<file path="src/gbts_pkg.sv">
`timescale 1ns / 1ps
`default_nettype none
// ----------------------------------------------------------------------------
// gbts_pkg
// Shared types and codes for the gap buffer text store: request and response
// beats, controller states and the command/status bundles between the
// controller and the datapath.
// ----------------------------------------------------------------------------
package gbts_pkg;

    // request kinds
    localparam logic [1:0] KIND_INSERT = 2'd0;
    localparam logic [1:0] KIND_REMOVE = 2'd1;
    localparam logic [1:0] KIND_READ   = 2'd2;

    // response status codes
    localparam logic [1:0] ST_OK    = 2'd0;
    localparam logic [1:0] ST_FULL  = 2'd1;
    localparam logic [1:0] ST_RANGE = 2'd2;
    localparam logic [1:0] ST_EMPTY = 2'd3;

    typedef struct packed {
        logic [1:0] kind;
        logic [7:0] position;
        logic [7:0] char_in;
    } req_t;

    typedef struct packed {
        logic [1:0] status;
        logic [7:0] char_out;
        logic [7:0] char_count;
    } rsp_t;

    typedef enum logic [2:0] {
        S_IDLE,
        S_CHECK,
        S_MOVE,
        S_EDIT,
        S_RESP
    } ctrl_state_t;

    // controller to datapath
    typedef struct packed {
        logic load;       // latch request and its status
        logic step;       // one gap move step
        logic edit;       // insert write or remove read
        logic rd_issue;   // issue a read for a read request
        logic post;       // register the response beat
        logic post_rdata; // response byte comes from a store
    } gbts_cmd_t;

    // datapath to controller
    typedef struct packed {
        logic reject;
        logic is_read;
        logic is_insert;
        logic at_target;
    } gbts_stat_t;

endpackage
`default_nettype wire

</file>
<file path="src/gbts_ctrl.sv">
`timescale 1ns / 1ps
`default_nettype none
// ----------------------------------------------------------------------------
// gbts_ctrl
// Request sequencer: checks, moves the gap step by step, applies the edit or
// read and posts one response beat per request.
// ----------------------------------------------------------------------------
module gbts_ctrl (
    input  wire logic                clk,
    input  wire logic                rst_n,
    input  wire logic                start,
    output      logic                busy,
    input  wire gbts_pkg::gbts_stat_t stat,
    output      gbts_pkg::gbts_cmd_t  cmd
);

    gbts_pkg::ctrl_state_t state_reg;
    gbts_pkg::ctrl_state_t state_next;

    // state register
    always_ff @(posedge clk or negedge rst_n)
    begin
        if (!rst_n)
        begin
            state_reg <= gbts_pkg::S_IDLE;
        end
        else
        begin
            state_reg <= state_next;
        end
    end

    // next state and commands
    always_comb
    begin
        state_next = state_reg;
        cmd        = '0;
        busy       = 1'b1;
        case (state_reg)
            gbts_pkg::S_IDLE:
            begin
                busy = 1'b0;
                if (start)
                begin
                    cmd.load   = 1'b1;
                    state_next = gbts_pkg::S_CHECK;
                end
            end
            gbts_pkg::S_CHECK:
            begin
                if (stat.reject)
                begin
                    cmd.post   = 1'b1;
                    state_next = gbts_pkg::S_IDLE;
                end
                else if (stat.is_read)
                begin
                    cmd.rd_issue = 1'b1;
                    state_next   = gbts_pkg::S_RESP;
                end
                else
                begin
                    state_next = gbts_pkg::S_MOVE;
                end
            end
            gbts_pkg::S_MOVE:
            begin
                cmd.step = 1'b1;
                if (stat.at_target)
                begin
                    state_next = gbts_pkg::S_EDIT;
                end
            end
            gbts_pkg::S_EDIT:
            begin
                cmd.edit = 1'b1;
                if (stat.is_insert)
                begin
                    cmd.post   = 1'b1;
                    state_next = gbts_pkg::S_IDLE;
                end
                else
                begin
                    state_next = gbts_pkg::S_RESP;
                end
            end
            gbts_pkg::S_RESP:
            begin
                cmd.post       = 1'b1;
                cmd.post_rdata = 1'b1;
                state_next     = gbts_pkg::S_IDLE;
            end
            default:
            begin
                state_next = gbts_pkg::S_IDLE;
            end
        endcase
    end

endmodule
`default_nettype wire

</file>
<file path="config.mk">
export PLATFORM = sky130hd
export DESIGN_NAME = gbts_ctrl
export DESIGN_NICKNAME = d
export VERILOG_FILES = /design/src/gbts_pkg.sv /design/src/gbts_ctrl.sv
export SDC_FILE = /design/constraint.sdc
export NUM_CORES = 1
export LEC_CHECK = 0
export BUFFER_PORTS_ARGS = -buffer_cell sky130_fd_sc_hd__buf_2
export CAP_MARGIN = 20
export CORE_AREA = 2 2 39 41
export DETAILED_ROUTE_END_ITERATION = 8
export DIE_AREA = 0 0 41 43
export GPL_ROUTABILITY_DRIVEN = 0
export GPL_TIMING_DRIVEN = 0
export PLACE_DENSITY = 0.4
export SYNTH_ARGS = -nofsm -noshare
export SYNTH_HDL_FRONTEND = slang
export SYNTH_SLANG_ARGS = --single-unit
</file>
<file path="constraint.sdc">
create_clock -name clk -period 2.6 [get_ports clk]
set_input_delay 0.78 -clock clk [delete_from_list [all_inputs] [get_ports clk]]
set_output_delay 0.78 -clock clk [all_outputs]
set_load 0.05 [all_outputs]
</file>
==> results of run 1 <==
## power by group through the flow
| stage | clock, mW | combinational (mW) | sequential (mW) |
|---|---|---|---|
| CTS | 0.0852 | 0.318 | 0.0870 |
| global placement | 0 | 0.313 | 0.0881 |
| detailed placement | 0 | 0.316 | 0.0871 |
| global route | 0.0874 | 0.333 | 0.0909 |
| floorplan | 0 | 0.260 | 0.0818 |
| finish | 0.0812 | 0.315 | 0.0863 |
## path summary, 6_finish.rpt
check                              from            to
setup / recovery                stat[3]        cmd[1]
hold / removal                    rst_n  state_reg[1]
setup reg to reg           state_reg[1]  state_reg[1]
hold reg to reg            state_reg[2]  state_reg[1]
max in group asynchronous         rst_n  state_reg[0]
min in group clk           state_reg[2]  state_reg[1]
## per-stage QoR
| step | instance area (µm²) | power, mW | hold WS, ps | utilization (%) | worst slack (ps) |
|---|---|---|---|---|---|
| after floorplan | 227.7 | 0.3417 | 473.2 | - | 109.5 |
| after global placement | 312.8 | 0.4009 | 533.7 | 22.60 | 297.2 |
| after detailed placement | 312.8 | 0.4035 | 535.0 | 22.60 | 295.5 |
| after CTS | 339.1 | 0.4898 | 327.5 | 24.50 | 295.1 |
| after global routing | 339.1 | 0.5114 | 330.0 | 24.50 | 255.7 |
| final | 339.1 | 0.4825 | 335.6 | 24.50 | 297.8 |
## Yosys cell counts
cell	instances
mux2i_1	1
nor2b_1	2
a21oi_2	1
and2_1	1
and2b_1	1
dfrtp_1	3
nor2_1	1
or3_1	1
o21a_1	1
buf_6	1
a221o_1	1
nor3_1	1
or2b_1	1
and3b_1	1
inv_1	1
or4b_4	1
nor3b_1	3
## cell type report
type	count	area, µm²	area share, %
Multi-Input combinational cell	17	137.6	40.59
Sequential cell	3	75.07	22.14
Timing Repair Buffer	13	65.06	19.19
Clock buffer	4	26.28	7.749
Tap cell	16	20.02	5.904
Buffer	1	11.26	3.321
Inverter	1	3.754	1.107
## kinds of logic (layout without fill, tap and decap cells)
logic type	count (synthesis)	in the layout	synth area share (%)
AOI/OAI and AO/OA	3	3	11.93
muxes	1	1	4.546
DFF	3	3	34.09
buffers and inverters	2	19	6.816
and+or+nand+nor	13	13	42.61
## layer usage
metal / up-vias / share of wire [%] / routed length, µm
li1: 114 / - / -
met1: 96 / 37 / 199
met2: 8 / 56 / 296
met3: 0 / 6.6 / 35
met4: 0 / 0 / 0
met5: - / 0 / 0
## worst reg2reg max path: stages (launching register included)
cell and delay [ps]:
dfrtp_1 360, buf_6 140, or4b_4 530, a21oi_2 130
==> impl_results.md, run 1 <==
* Outcome: complete, no violations
* Antenna violations before repair at 0
* Synth top area share at around a third
* PortBufs at 13
* R2r setup slk at ~1400 ps
* Fin cells at 55
* WP depth at 4
* Worst-Skew Late Latency at roughly 230 ps
* Min Tclk post-route at roughly 2300 ps
* Syn Nets at 29
* Drt drc at 0
* Crit path max-delay cell type: a221o_1
* Lkg Pwr at 0.1757 nW
* Pwr Density at approximately 1400 nW/µm²
* CTS root buf: clkbuf_4
* Iter 0 DRT Violations at 0
* Top delay family on crit path: buffers and inverters
* Initial Utilization at between 10% and 20%
* Area of the core at approximately 1400 µm²
* Wire per inst at roughly 9.7 µm
* Overflow after GRT at 0
* CP Launch Type: input port
* Detailed-route via count at ~220
* Postcts setup bufs at 0
* Area Growth Syn to Fin at 53.98%
* Period utilization at roughly nine tenths
* Max FO, Critical Path at 3
* Clock skew at between 0.7 and 0.8 ps
* Post-route ant nets at 0
* Synth top area cells: dfrtp_1 34%, nor3b_1 10%, or4b_4 6.3%
* Chip Height at ~43 µm
* # fillers at 155
* Layout cells sized above 1 at 53.85%
* CTS buffer count at 3
* Gr usage total at 8.459%
* Most used cell, CP: buf_2
* Reg clk slew, reported paths at 40 ps
* Cell count after synthesis at 22
* Worst-margin pin slew at 252.4 ps
* Nets@finish at between 40 and 50
* GR Layer Usage met3 at 5.236%
* Worst setup path category: in -> out
* Placed Cells at roughly 50
* Comb power frac at about two thirds
* Worst EP arrival at between 1500 and 2000 ps
* Final Setup Violations at 0
* DR vias/cell at just under 4
* Syn_area_per_cell at 10.01 µm²
* Drt pass-1 iters at 1
* Hold Vio Cnt, Final at 0
* Seq/Total Area, Yosys at between 30 and 40%
* Max reg flops at 3
* Final WL at 531 µm
* Deepest clock path buffer count at 2
* Vias in the first global route at ~220
* Site Rows at 14
* Max Slew Vio Count at 0
* Post-Syn Area at 220.2 µm²
* Register bit count reported by yosys at 3
* Hold buffer count at cts at 0
* Internal cell power at roughly 0.22 mW
* Reg2Reg Depth at 3
* DP HPWL at 414.3 µm
* Most frequent cells in the layout: 13 x buf_2, 3 x clkbuf_4, 3 x dfrtp_1
* First-pass GRT wire length at ~880 µm
* Most common cell after layout, fill and taps aside: buf_2
* CP Cell Sequence: buf_2 -> and2b_1 -> a221o_1 -> buf_2
* CP Capture Type: primary output
* CTS sink count at 3
* Die W at approximately 41 µm
* Max VDD drop at approximately 0.44 mV
* CTS resizes at 0
* N_diodes at 0
* RSZ-0062 raised after global routing: no
* Sequential Power Share at between 10% and 20%
* I/O pins at 14
* Hold Path Class: in -> async
* Max_slew headroom at 83.29%
* NetSw at around 0.26 mW
* Setup TNS at 0 ps
* Max_cap viols at 0
* Max Clock Freq at roughly 430 MHz
* CP peak stage delay at between 200 and 300 ps
* Warnings, synthesis at 0
* Sw Share at between 50% and 60%
* Die area at ~1800 µm²
* CTS tree: yes
* GR Layer Usage met2 at between 10% and 20%
* Post-synth cell types at 17
* Critical Path RT at ~1800 ps
* Pin count of the biggest net entering global routing at 11
* # H-tree levels at 1
* Synth area leader: dfrtp_1
* CP Buf/Inv Count at 2
* Gr busiest metal: met2
* Met1 Use GR at under 10%
* Clock power frac at between 10% and 20%
Power figures use the tool's default switching activity.
==> run 2: changes to the inputs <==
--- a/config.mk
+++ b/config.mk
@@ -12,7 +12,8 @@
 export DIE_AREA = 0 0 41 43
 export GPL_ROUTABILITY_DRIVEN = 0
 export GPL_TIMING_DRIVEN = 0
-export PLACE_DENSITY = 0.4
+export PLACE_DENSITY_LB_ADDON = 0.3
+export SETUP_SLACK_MARGIN = 0.5
 export SYNTH_ARGS = -nofsm -noshare
 export SYNTH_HDL_FRONTEND = slang
 export SYNTH_SLANG_ARGS = --single-unit
==> run 2 against run 1 <==
Wire length grew 2.4%. Worst hold slack hardly changed. Critical path depth unchanged. Maximum frequency up 1.8%. Non-clock buffer count stayed put. Clock power barely moved. Highest routed layer unchanged.
==> impl_results.md, run 2 (synthesis gave the netlist of run 1 again) <==
* Outcome: complete, no violations
* # fillers at 145 (-6.5%)
* Clock power frac at 14.6% (-2.2 points)
* Max_slew headroom at 83.36% (about the same)
* CP Launch Type: input port
* Site Rows at 14 (unchanged)
* CP peak stage delay at 300 ps (+30 ps)
* CP Cell Sequence: buf_6 -> and2b_1 -> a221o_1 -> buf_6
* CTS tree: yes
* Lkg Pwr at 0.1873 nW (+6.6%)
* First-pass GRT wire length at 931 µm (+5.4%)
* Die area at 1763 µm² (unchanged)
* # H-tree levels at 1 (unchanged)
* Iter 0 DRT Violations at 1 (+1)
* Comb power frac at 68.4% (+3.1 points)
* Area Growth Syn to Fin at 82.39%
* Critical Path RT at 1820 ps (about the same)
* I/O pins at 14 (unchanged)
* Nets@finish at 47 (unchanged)
* Max Slew Vio Count at 0 (unchanged)
* Worst-Skew Late Latency at 230 ps (about the same)
* Area after DPL at 330.3 µm² (+5.6%)
* Most used cell, CP: buf_6
* CP Launch Point: stat[3]
* Vias in the first global route at 223 (+3.7%)
* Reg2Reg Depth at 3 (unchanged)
* Reg2reg start: state_reg[1]
* Worst EP arrival at 1480 ps (-40 ps)
* Max reg flops at 3 (unchanged)
* Initial Utilization at 15.91% (unchanged)
* Most common cell after layout, fill and taps aside: buf_2
* Worst setup path category: in -> out
* Chip Height at 43 µm (unchanged)
* Pin count of the biggest net entering global routing at 11 (unchanged)
* Max_cap viols at 0 (unchanged)
* Overflow after GRT at 0 (unchanged)
* Setup TNS at 0 ps (unchanged)
* Reg clk slew, reported paths at 40 ps (about the same)
* Wire per inst at 9.891 µm (+2.4%)
* CTS sink count at 3 (unchanged)
* DR vias/cell at 3.964 (unchanged)
* Drt pass-1 iters at 2 (+1)
* Min Tclk post-route at 2261 ps (-41.30 ps)
* CTS buffer count at 3 (unchanged)
* DP HPWL at 405.4 µm (-2.1%)
* CTS root buf: clkbuf_4
* Final WL at 544 µm (+2.4%)
* Internal cell power at 0.2727 mW (+23%)
* Max Clock Freq at 442.3 MHz (+1.8%)
* Deepest clock path buffer count at 2 (unchanged)
* Period utilization at 86.96% (-1.6 points)
* Max FO, Critical Path at 3 (unchanged)
* NetSw at 0.2820 mW (+8.0%)
* Antenna violations before repair at 0 (unchanged)
* PortBufs at 13 (unchanged)
* Detailed-route via count at 218 (unchanged)
* Drt drc at 0 (unchanged)
* Worst R2R End: state_reg[1]
* Sequential Power Share at 17.0% (-0.9 points)
* Final Setup Violations at 0 (unchanged)
* Gr usage total at 8.753% (+0.29 points)
* Max VDD drop at 0.5432 mV (+23%)
* Hold Path Class: in -> async
* Pwr Density at 1381 nW/µm² (-3.0%)
* Postcts setup bufs at 0 (unchanged)
* Register area at 77.57 µm² (+3.3%)
* Critical Path End: cmd[1]
* Hold buffer count at cts at 0 (unchanged)
* N_diodes at 0 (unchanged)
* R2r setup slk at 1370 ps (about the same)
* Clock skew at 1.617 ps (+0.8479 ps)
* Post-route ant nets at 0 (unchanged)
* CP Capture Type: primary output
* Die W at 41 µm (unchanged)
* RSZ-0062 raised after global routing: yes
* Multi-input logic area at 166.4 µm² (+21%)
* Worst-margin pin slew at 251.3 ps (-1.098 ps)
* Layout cells sized above 1 at 69.23% (+15 points)
* Design Area, Final at 401.6 µm² (+18%)
* Most frequent cells in the layout: 8 x buf_2, 4 x buf_6, 3 x clkbuf_4
* Area of the core at 1384 µm² (unchanged)
* Hold Vio Cnt, Final at 0 (unchanged)
* Crit path max-delay cell type: a221o_1
* Sw Share at 50.84% (-3.3 points)
## run 2: cell count changes in the layout (fill, tap and decap cells not counted), moves of 2 or more
| cell | before | now |
|---|---|---|
| buf_6 | 1 | 4 |
| dfrtp_2 | 0 | 2 |
| dfrtp_1 | 3 | 1 |
| nor3b_1 | 2 | 0 |
| buf_2 | 13 | 8 |
## run 2: worst max-delay path: cells and delay by family
family	cells	cell delay [ps]
AOI/OAI and AO/OA	1	300
buffers and inverters	2	260
and+or+nand+nor	1	140
## run 2: cell type report
class,count,area share (%)
Sequential cell,3,19.31
Tap cell,16,4.984
Multi-Input combinational cell,17,41.43
Inverter,1,0.9346
Clock buffer,4,6.542
Timing Repair Buffer,13,23.99
Buffer,1,2.804
## run 2: repair_timing
| action | in CTS | in global routing |
|---|---|---|
| pin swaps | 2 | 0 |
| hold endpoints to repair | 0 | 0 |
| gates cloned | 0 | 0 |
| resized for setup | 12 | 3 |
| setup endpoints to repair | 4 | 5 |
## run 2: worst min-delay path by stage
stage,cells after the start,slack [ps],start,end
floorplan,0,480,rst_n,state_reg[0]
global placement,1,560,state_reg[2],state_reg[1]
detailed placement,1,550,state_reg[2],state_reg[1]
CTS,1,330,rst_n,state_reg[1]
global route,1,330,rst_n,state_reg[1]
finish,1,340,rst_n,state_reg[1]
## run 2: through the flow
step | utilization, % | setup WS, ps | instances | total power [mW] | hold slack, ps
6_report | 29.02 | 339.1 | 55 | 0.5546 | 335.5
3_5_place_dp | 23.87 | 283.8 | 51 | 0.4230 | 552.3
3_3_place_gp | 23.87 | 263.7 | 51 | 0.4224 | 556.6
5_1_grt | 29.02 | 316.3 | 55 | 0.5899 | 325.1
4_1_cts | 28.75 | 335.6 | 55 | 0.5530 | 331.5
2_1_floorplan | - | 301.7 | 22 | 0.3607 | 484.4
## run 2: per-layer routing
| layer | up-vias | wire length, µm | global-route usage [%] | part of all wire [%] |
|---|---|---|---|---|
| met3 | 0 | 26 | 6.283 | 4.8 |
| met2 | 8 | 277 | 9.063 | 51 |
| li1 | 112 | - | - | - |
| met5 | - | 0 | 0 | 0 |
| met1 | 98 | 240 | 11.00 | 44 |
| met4 | 0 | 0 | 8.000 | 0 |
## run 2: power groups by stage
stage,Clock (mW),Combinational [mW],Sequential (mW)
2_1_floorplan,0,0.275,0.0860
3_3_place_gp,0,0.329,0.0931
3_5_place_dp,0,0.331,0.0923
4_1_cts,0.0846,0.374,0.0945
5_1_grt,0.0915,0.397,0.101
6_report,0.0809,0.379,0.0944
