[src/gbts_pkg.sv]
`timescale 1ns / 1ps
`default_nettype none
// ----------------------------------------------------------------------------
// gbts_pkg
// Shared types and codes for the gap buffer text store: request and response
// beats, controller states and the command/status bundles between the
// controller and the datapath.
// ----------------------------------------------------------------------------
package gbts_pkg;

    // request kinds
    localparam logic [1:0] KIND_INSERT = 2'd0;
    localparam logic [1:0] KIND_REMOVE = 2'd1;
    localparam logic [1:0] KIND_READ   = 2'd2;

    // response status codes
    localparam logic [1:0] ST_OK    = 2'd0;
    localparam logic [1:0] ST_FULL  = 2'd1;
    localparam logic [1:0] ST_RANGE = 2'd2;
    localparam logic [1:0] ST_EMPTY = 2'd3;

    typedef struct packed {
        logic [1:0] kind;
        logic [7:0] position;
        logic [7:0] char_in;
    } req_t;

    typedef struct packed {
        logic [1:0] status;
        logic [7:0] char_out;
        logic [7:0] char_count;
    } rsp_t;

    typedef enum logic [2:0] {
        S_IDLE,
        S_CHECK,
        S_MOVE,
        S_EDIT,
        S_RESP
    } ctrl_state_t;

    // controller to datapath
    typedef struct packed {
        logic load;       // latch request and its status
        logic step;       // one gap move step
        logic edit;       // insert write or remove read
        logic rd_issue;   // issue a read for a read request
        logic post;       // register the response beat
        logic post_rdata; // response byte comes from a store
    } gbts_cmd_t;

    // datapath to controller
    typedef struct packed {
        logic reject;
        logic is_read;
        logic is_insert;
        logic at_target;
    } gbts_stat_t;

endpackage
`default_nettype wire

[src/gbts_ram.sv]
`timescale 1ns / 1ps
`default_nettype none
// ----------------------------------------------------------------------------
// gbts_ram
// Generic simple dual port RAM: one write port, one read port with a
// registered read.
// ----------------------------------------------------------------------------
module gbts_ram #(
    parameter int WIDTH = 8,
    parameter int DEPTH = 256
) (
    input  wire logic                     clk,
    input  wire logic                     we,
    input  wire logic [$clog2(DEPTH)-1:0] waddr,
    input  wire logic [WIDTH-1:0]         wdata,
    input  wire logic                     re,
    input  wire logic [$clog2(DEPTH)-1:0] raddr,
    output      logic [WIDTH-1:0]         rdata
);

    logic [WIDTH-1:0] mem [DEPTH];

    // write port
    always_ff @(posedge clk)
    begin
        if (we)
        begin
            mem[waddr] <= wdata;
        end
    end

    // registered read port
    always_ff @(posedge clk)
    begin
        if (re)
        begin
            rdata <= mem[raddr];
        end
    end

endmodule
`default_nettype wire

[src/gbts_datapath.sv]
`timescale 1ns / 1ps
`default_nettype none
// ----------------------------------------------------------------------------
// gbts_datapath
// Left and right stores, gap counters, request registers and response
// register. One gap step per cycle, with the store write trailing its read.
// ----------------------------------------------------------------------------
module gbts_datapath #(
    parameter int CAPACITY = 256
) (
    input  wire logic                clk,
    input  wire logic                rst_n,
    input  wire gbts_pkg::req_t      req,
    input  wire gbts_pkg::gbts_cmd_t cmd,
    output      gbts_pkg::gbts_stat_t stat,
    output      logic                done,
    output      gbts_pkg::rsp_t      rsp
);

    localparam int ADDR_W = $clog2(CAPACITY);
    localparam int CMP_W  = ((ADDR_W > 8) ? ADDR_W : 8) + 1;
    localparam logic [CMP_W-1:0] LEN_MAX = CMP_W'(CAPACITY - 1);

    // request and gap state
    gbts_pkg::req_t    req_reg;
    logic [1:0]        status_reg;
    logic [1:0]        status_next;
    logic [ADDR_W-1:0] lc_reg;
    logic [ADDR_W-1:0] lc_next;
    logic [ADDR_W-1:0] rc_reg;
    logic [ADDR_W-1:0] rc_next;
    logic [ADDR_W-1:0] len_reg;
    logic [ADDR_W-1:0] len_next;
    logic              pend_reg;
    logic              pend_next;
    logic [ADDR_W-1:0] pend_addr_reg;
    logic [ADDR_W-1:0] pend_addr_next;
    logic              pend_right_reg;
    logic              pend_right_next;
    logic              src_left_reg;
    logic              src_left_next;
    logic              done_reg;
    gbts_pkg::rsp_t    rsp_reg;

    // store ports
    logic              l_we;
    logic [ADDR_W-1:0] l_waddr;
    logic [7:0]        l_wdata;
    logic              l_re;
    logic [ADDR_W-1:0] l_raddr;
    logic [7:0]        l_rdata;
    logic              r_we;
    logic [ADDR_W-1:0] r_waddr;
    logic [7:0]        r_wdata;
    logic              r_re;
    logic [ADDR_W-1:0] r_raddr;
    logic [7:0]        r_rdata;

    // wide compare views
    logic [CMP_W-1:0]  in_pos_w;
    logic [CMP_W-1:0]  pos_w;
    logic [CMP_W-1:0]  len_w;
    logic [CMP_W-1:0]  lc_w;
    logic [CMP_W-1:0]  len_next_w;
    logic [CMP_W-1:0]  target_w;
    logic [ADDR_W-1:0] target;
    logic [ADDR_W-1:0] rd_right_addr;

    assign in_pos_w      = CMP_W'(req.position);
    assign pos_w         = CMP_W'(req_reg.position);
    assign len_w         = CMP_W'(len_reg);
    assign lc_w          = CMP_W'(lc_reg);
    assign len_next_w    = CMP_W'(len_next);
    assign target_w      = (req_reg.kind == gbts_pkg::KIND_INSERT) ? pos_w : pos_w + 1'b1;
    assign target        = target_w[ADDR_W-1:0];
    assign rd_right_addr = len_reg - 1'b1 - pos_w[ADDR_W-1:0];

    // request status against the current length
    always_comb
    begin
        status_next = gbts_pkg::ST_OK;
        case (req.kind)
            gbts_pkg::KIND_INSERT:
            begin
                if (len_w >= LEN_MAX)
                begin
                    status_next = gbts_pkg::ST_FULL;
                end
                else if (in_pos_w > len_w)
                begin
                    status_next = gbts_pkg::ST_RANGE;
                end
            end
            gbts_pkg::KIND_REMOVE:
            begin
                if (len_reg == '0)
                begin
                    status_next = gbts_pkg::ST_EMPTY;
                end
                else if (in_pos_w >= len_w)
                begin
                    status_next = gbts_pkg::ST_RANGE;
                end
            end
            gbts_pkg::KIND_READ:
            begin
                if (in_pos_w >= len_w)
                begin
                    status_next = gbts_pkg::ST_RANGE;
                end
            end
            default:
            begin
                status_next = gbts_pkg::ST_RANGE;
            end
        endcase
    end

    // status to the controller
    always_comb
    begin
        stat.reject    = (status_reg != gbts_pkg::ST_OK);
        stat.is_read   = (req_reg.kind == gbts_pkg::KIND_READ);
        stat.is_insert = (req_reg.kind == gbts_pkg::KIND_INSERT);
        stat.at_target = (lc_reg == target);
    end

    // gap moves, edits and store accesses
    always_comb
    begin
        lc_next         = lc_reg;
        rc_next         = rc_reg;
        len_next        = len_reg;
        pend_next       = 1'b0;
        pend_addr_next  = pend_addr_reg;
        pend_right_next = pend_right_reg;
        src_left_next   = src_left_reg;
        l_we    = 1'b0;
        l_waddr = pend_addr_reg;
        l_wdata = r_rdata;
        l_re    = 1'b0;
        l_raddr = lc_reg - 1'b1;
        r_we    = 1'b0;
        r_waddr = pend_addr_reg;
        r_wdata = l_rdata;
        r_re    = 1'b0;
        r_raddr = rc_reg - 1'b1;
        if (cmd.step)
        begin
            // finish the previous step's write
            if (pend_reg)
            begin
                if (pend_right_reg)
                begin
                    r_we = 1'b1;
                end
                else
                begin
                    l_we = 1'b1;
                end
            end
            // start the next step
            if (lc_reg != target)
            begin
                pend_next = 1'b1;
                if (lc_reg > target)
                begin
                    l_re            = 1'b1;
                    pend_addr_next  = rc_reg;
                    pend_right_next = 1'b1;
                    lc_next         = lc_reg - 1'b1;
                    rc_next         = rc_reg + 1'b1;
                end
                else
                begin
                    r_re            = 1'b1;
                    pend_addr_next  = lc_reg;
                    pend_right_next = 1'b0;
                    lc_next         = lc_reg + 1'b1;
                    rc_next         = rc_reg - 1'b1;
                end
            end
        end
        else if (cmd.edit)
        begin
            if (req_reg.kind == gbts_pkg::KIND_INSERT)
            begin
                l_we     = 1'b1;
                l_waddr  = lc_reg;
                l_wdata  = req_reg.char_in;
                lc_next  = lc_reg + 1'b1;
                len_next = len_reg + 1'b1;
            end
            else
            begin
                l_re          = 1'b1;
                src_left_next = 1'b1;
                lc_next       = lc_reg - 1'b1;
                len_next      = len_reg - 1'b1;
            end
        end
        else if (cmd.rd_issue)
        begin
            if (pos_w < lc_w)
            begin
                l_re          = 1'b1;
                l_raddr       = pos_w[ADDR_W-1:0];
                src_left_next = 1'b1;
            end
            else
            begin
                r_re          = 1'b1;
                r_raddr       = rd_right_addr;
                src_left_next = 1'b0;
            end
        end
    end

    // control registers
    always_ff @(posedge clk or negedge rst_n)
    begin
        if (!rst_n)
        begin
            lc_reg   <= '0;
            rc_reg   <= '0;
            len_reg  <= '0;
            pend_reg <= 1'b0;
            done_reg <= 1'b0;
        end
        else
        begin
            lc_reg   <= lc_next;
            rc_reg   <= rc_next;
            len_reg  <= len_next;
            pend_reg <= pend_next;
            done_reg <= cmd.post;
        end
    end

    // payload registers
    always_ff @(posedge clk)
    begin
        pend_addr_reg  <= pend_addr_next;
        pend_right_reg <= pend_right_next;
        src_left_reg   <= src_left_next;
        if (cmd.load)
        begin
            req_reg    <= req;
            status_reg <= status_next;
        end
        if (cmd.post)
        begin
            rsp_reg.status     <= status_reg;
            rsp_reg.char_out   <= !cmd.post_rdata ? 8'd0 :
                                  (src_left_reg ? l_rdata : r_rdata);
            rsp_reg.char_count <= len_next_w[7:0];
        end
    end

    assign done = done_reg;
    assign rsp  = rsp_reg;

    // left store: text before the gap
    gbts_ram #(
        .WIDTH (8),
        .DEPTH (CAPACITY)
    ) u_left_ram (
        .clk   (clk),
        .we    (l_we),
        .waddr (l_waddr),
        .wdata (l_wdata),
        .re    (l_re),
        .raddr (l_raddr),
        .rdata (l_rdata)
    );

    // right store: text after the gap, top entry first
    gbts_ram #(
        .WIDTH (8),
        .DEPTH (CAPACITY)
    ) u_right_ram (
        .clk   (clk),
        .we    (r_we),
        .waddr (r_waddr),
        .wdata (r_wdata),
        .re    (r_re),
        .raddr (r_raddr),
        .rdata (r_rdata)
    );

endmodule
`default_nettype wire

[config.mk]
export PLATFORM = sky130hd
export DESIGN_NAME = gbts_datapath
export DESIGN_NICKNAME = d
export VERILOG_FILES = /design/src/gbts_pkg.sv /design/src/gbts_ram.sv /design/src/gbts_datapath.sv
export SDC_FILE = /design/constraint.sdc
export NUM_CORES = 2
export LEC_CHECK = 0
export BUFFER_PORTS_ARGS = -buffer_cell sky130_fd_sc_hd__buf_2
export CORE_UTILIZATION = 50
export DETAILED_ROUTE_END_ITERATION = 8
export GPL_ROUTABILITY_DRIVEN = 0
export MAX_ROUTING_LAYER = met4
export PLACE_DENSITY = 0.69
export SLEW_MARGIN = 20
export SYNTH_ARGS = -nofsm -noshare
export SYNTH_HDL_FRONTEND = slang
export SYNTH_SLANG_ARGS = --single-unit
[constraint.sdc]
create_clock -name clk -period 12.3 [get_ports clk]
set_input_delay 1.845 -clock clk [delete_from_list [all_inputs] [get_ports clk]]
set_output_delay 1.845 -clock clk [all_outputs]
set_load 0.01 [all_outputs]
==> results.sh <==
export IMPL_p_comb_share_pct=43.3
export IMPL_path_common_cell="buf_4"
export IMPL_power_per_cell_area_mw_per_mm2=286.2
export IMPL_ctsResizeCount=0
export IMPL_grt_total_usage_pct=30.33
export IMPL_p_leak_nw=61.42
export IMPL_p_clk_share_pct=22.6
export IMPL_cp_slowest_stage_delay_ns=1.08
export IMPL_status="completed"
export IMPL_drc=0
export IMPL_netlist_area_sq_mm=0.1698
export IMPL_crit_arrival_ns=8.50
export IMPL_endpoint_kind="flop"
export IMPL_syn2layout_area_growth_pct=10.46
export IMPL_timing_max_cap_violations=0
export IMPL_finalCriticalPeriod_ns=7.839
export IMPL_grt_pass1_vias=102900
export IMPL_min_from="status_reg[0]"
export IMPL_final_core_util_pct=55.59
export IMPL_min_period_over_period_pct=63.73
export IMPL_tightestPinTransition_ns=1.268
export IMPL_postRouteAntennaNets=0
export IMPL_drt_total_wl_microns=514200
export IMPL_postCtsSetupBuffers=0
export IMPL_cts_path_max_buffers=4
export IMPL_peakVddDrop_mv=0.4181
export IMPL_initial_core_util_pct=50.33
export IMPL_ys_ff_latch=4186
export IMPL_htreeDepth=5
export IMPL_wl_met3_microns=73540
export IMPL_hp_class="flop to flop"
export IMPL_grt_pass1_wl_microns=731700
export IMPL_fin_area_sq_mm=0.1876
export IMPL_whs_endpoint="rsp[16]"
export IMPL_switching_share_pct=42.79
export IMPL_setup_tns_ns=0
export IMPL_slew_headroom_pct=14.56
export IMPL_seq_area_frac_synth_pct=73.95
export IMPL_core_area_sq_mm=0.3374
export IMPL_antenna_found_initial=38
export IMPL_syn_area_per_cell_sq_um=14.29
export IMPL_ys_types=87
export IMPL_final_nets=11830
export IMPL_cp_required_ns=12.96
export IMPL_p_switching_mw=22.97
export IMPL_netlist_top_cell_by_area="edfxtp_1"
export IMPL_synth_cells=11880
export IMPL_die_area_sq_mm=0.3419
export IMPL_yosys_warnings=0
export IMPL_place_area_sq_mm=0.1747
export IMPL_min_path_cells=0
export IMPL_numCtsBuffers=395
export IMPL_wl_met2_microns=228200
export IMPL_async_reset_ff_share_pct=0.6211
export IMPL_r2r_cells=14
export IMPL_p_int_mw=30.71
export IMPL_synth_top_area_share_pct=73.57
export IMPL_clk_pin_slew_worst_paths_ns=0.06
export IMPL_top_layer_used="met4"
export IMPL_preCtsSetupSlack_ns=3.895
export IMPL_setup_viol=0
export IMPL_synth_common_cells="edfxtp_1 (4160), nand2_1 (2111), nand3_1 (812)"
export IMPL_fin_ws_ns=4.461
export IMPL_drt_pass1_iterations=7
export IMPL_fp_dieH_microns=584.7
export IMPL_gr_total_overflow=0
export IMPL_clock_fmax_ghz=0.1276
export IMPL_crit_slowest_cell="a2111oi_0"
export IMPL_io_pins=49
export IMPL_critPathLaunchType="flop"
export IMPL_die_w_microns=584.7
export IMPL_path_cells="clkinv_1 -> ha_1 -> nand4_1 -> a21oi_1 -> a21o_1 -> buf_4 -> a21o_4 -> buf_12 -> buf_4 -> mux4_2 -> a2111oi_0 -> nor4_1 -> nand3_1 -> o22ai_1"
export IMPL_synth_flop_cell="edfxtp_1"
export IMPL_grt_start_max_net_pins=200
export IMPL_p_seq_share_pct=34.1
export IMPL_synthTopCellsByArea="edfxtp_1 (74%), nand2_1 (4.7%), mux2i_1 (4.1%)"
export IMPL_rr_endpoint="u_left_ram.rdata[4]"
export IMPL_cp_max_fo=109
export IMPL_setup_worst_path_class="flop to flop"
export IMPL_hold_viol=0
export IMPL_wl_per_cell_microns=30.88
export IMPL_drt_initial_drc_count=18220
export IMPL_syn_num_nets=11950
export IMPL_cts_tree="yes"
export IMPL_clk_latency_ns=0.93
export IMPL_rsz0062_at_grt="no"
export IMPL_r2r_setup_slack_ns=4.46
export IMPL_cts_sinks=4186
export IMPL_port_buffer_count=48
export IMPL_drt_met1_wl_microns=187000
export IMPL_drv_slew=0
export IMPL_fp_row_count=213
export IMPL_synth_edff_count=4160
export IMPL_hpwl_microns=302000
export IMPL_cts_root_buf="clkbuf_16"
export IMPL_synth_most_common_cell="edfxtp_1"
export IMPL_vias_per_cell=6.590
export IMPL_fin_skew_ns=0.04193
export IMPL_cts_hold_buf=0
export IMPL_r2r_start="lc_reg[4]"
export IMPL_vias=109800
export IMPL_drive_gt1_share_pct=9.157
==> power by group through the flow <==
stage | combinational (mW) | sequential, mW | clock [mW]
after floorplan | 12.7 | 19.4 | 0
after global placement | 22.0 | 18.6 | 0
after detailed placement | 22.4 | 18.6 | 0
after CTS | 22.5 | 18.3 | 12.1
after global routing | 24.0 | 18.3 | 12.7
final | 23.2 | 18.3 | 12.1
==> final cells by class <==
type / instances / area [sq um]
fill: 26220 / 149800
sequential: 4186 / 125600
multi-input combinational: 6870 / 41000
clock buffer: 474 / 10340
tap: 4515 / 5649
timing repair buffer: 274 / 2389
clock inverter: 243 / 2315
inverter: 42 / 157.7
antenna: 51 / 127.6
==> metrics by stage <==
stage	power (mW)	instances	hold WS [ns]
floorplan	32.14	11880	0.4174
global placement	40.52	15880	0.4464
detailed placement	40.94	15890	0.4546
CTS	52.89	16600	0.4824
global route	54.91	16640	0.5020
finish	53.68	16660	0.4900
==> logic make-up (layout without fill, tap and decap cells) <==
logic type                 Yosys count  in the layout  synth area share, %
buffers and inverters              825           1033                2.203
other                                0             51                    0
AOI/OAI and AO/OA                 1869           1869                7.167
and+or+nand+nor                   4078           4078                10.28
DFF                               4186           4186                73.95
muxes                              832            832                5.839
xor gates and xnor gates            52             52               0.2682
adders and majority gates           39             39               0.2918
==> how the worst max path moves through the flow <==
stage	startpoint	slack (ns)	to	cells after the start
floorplan	cmd[4]	5.42	u_left_ram.mem[0][0]	8
global placement	cmd[4]	4.17	u_left_ram.rdata[7]	12
detailed placement	cmd[4]	3.89	u_left_ram.rdata[4]	12
CTS	lc_reg[4]	4.77	u_left_ram.rdata[4]	14
global route	lc_reg[4]	4.36	u_left_ram.rdata[4]	14
finish	lc_reg[4]	4.46	u_left_ram.rdata[4]	14
==> routing by layer <==
layer | vias to the layer above | GRT usage [%]
met5 | - | -
met4 | 0 | 13.35
met3 | 1318 | 8.479
met2 | 8554 | 43.38
met1 | 54640 | 40.63
li1 | 45250 | -
==> cell usage in the layout (no fill, tap or decap), drive strengths merged, types with 65 or more instances in the layout <==
master / synthesis / final
mux2i: 698 / 698
buf: 448 / 274
a2111oi: 133 / 133
edfxtp: 4160 / 4160
clkinv: 4 / 178
a21oi: 621 / 621
mux4: 126 / 126
o21ai: 365 / 365
a31oi: 90 / 90
o221ai: 209 / 209
nand2: 2112 / 2112
and3: 108 / 108
nor3: 215 / 215
o22ai: 109 / 109
a211oi: 65 / 65
clkbuf: 335 / 474
nor2: 626 / 626
nand3: 813 / 813
==> critical path: cells and delay by family, from the launching register on <==
family | cells | cell delay [ns]
compound gates | 5 | 2.95
fa+ha+maj | 1 | 0.40
buf+inv | 4 | 2.06
flops | 1 | 0.60
mux | 1 | 0.59
simple gates | 3 | 0.78
(Power assumes the default switching activity.)
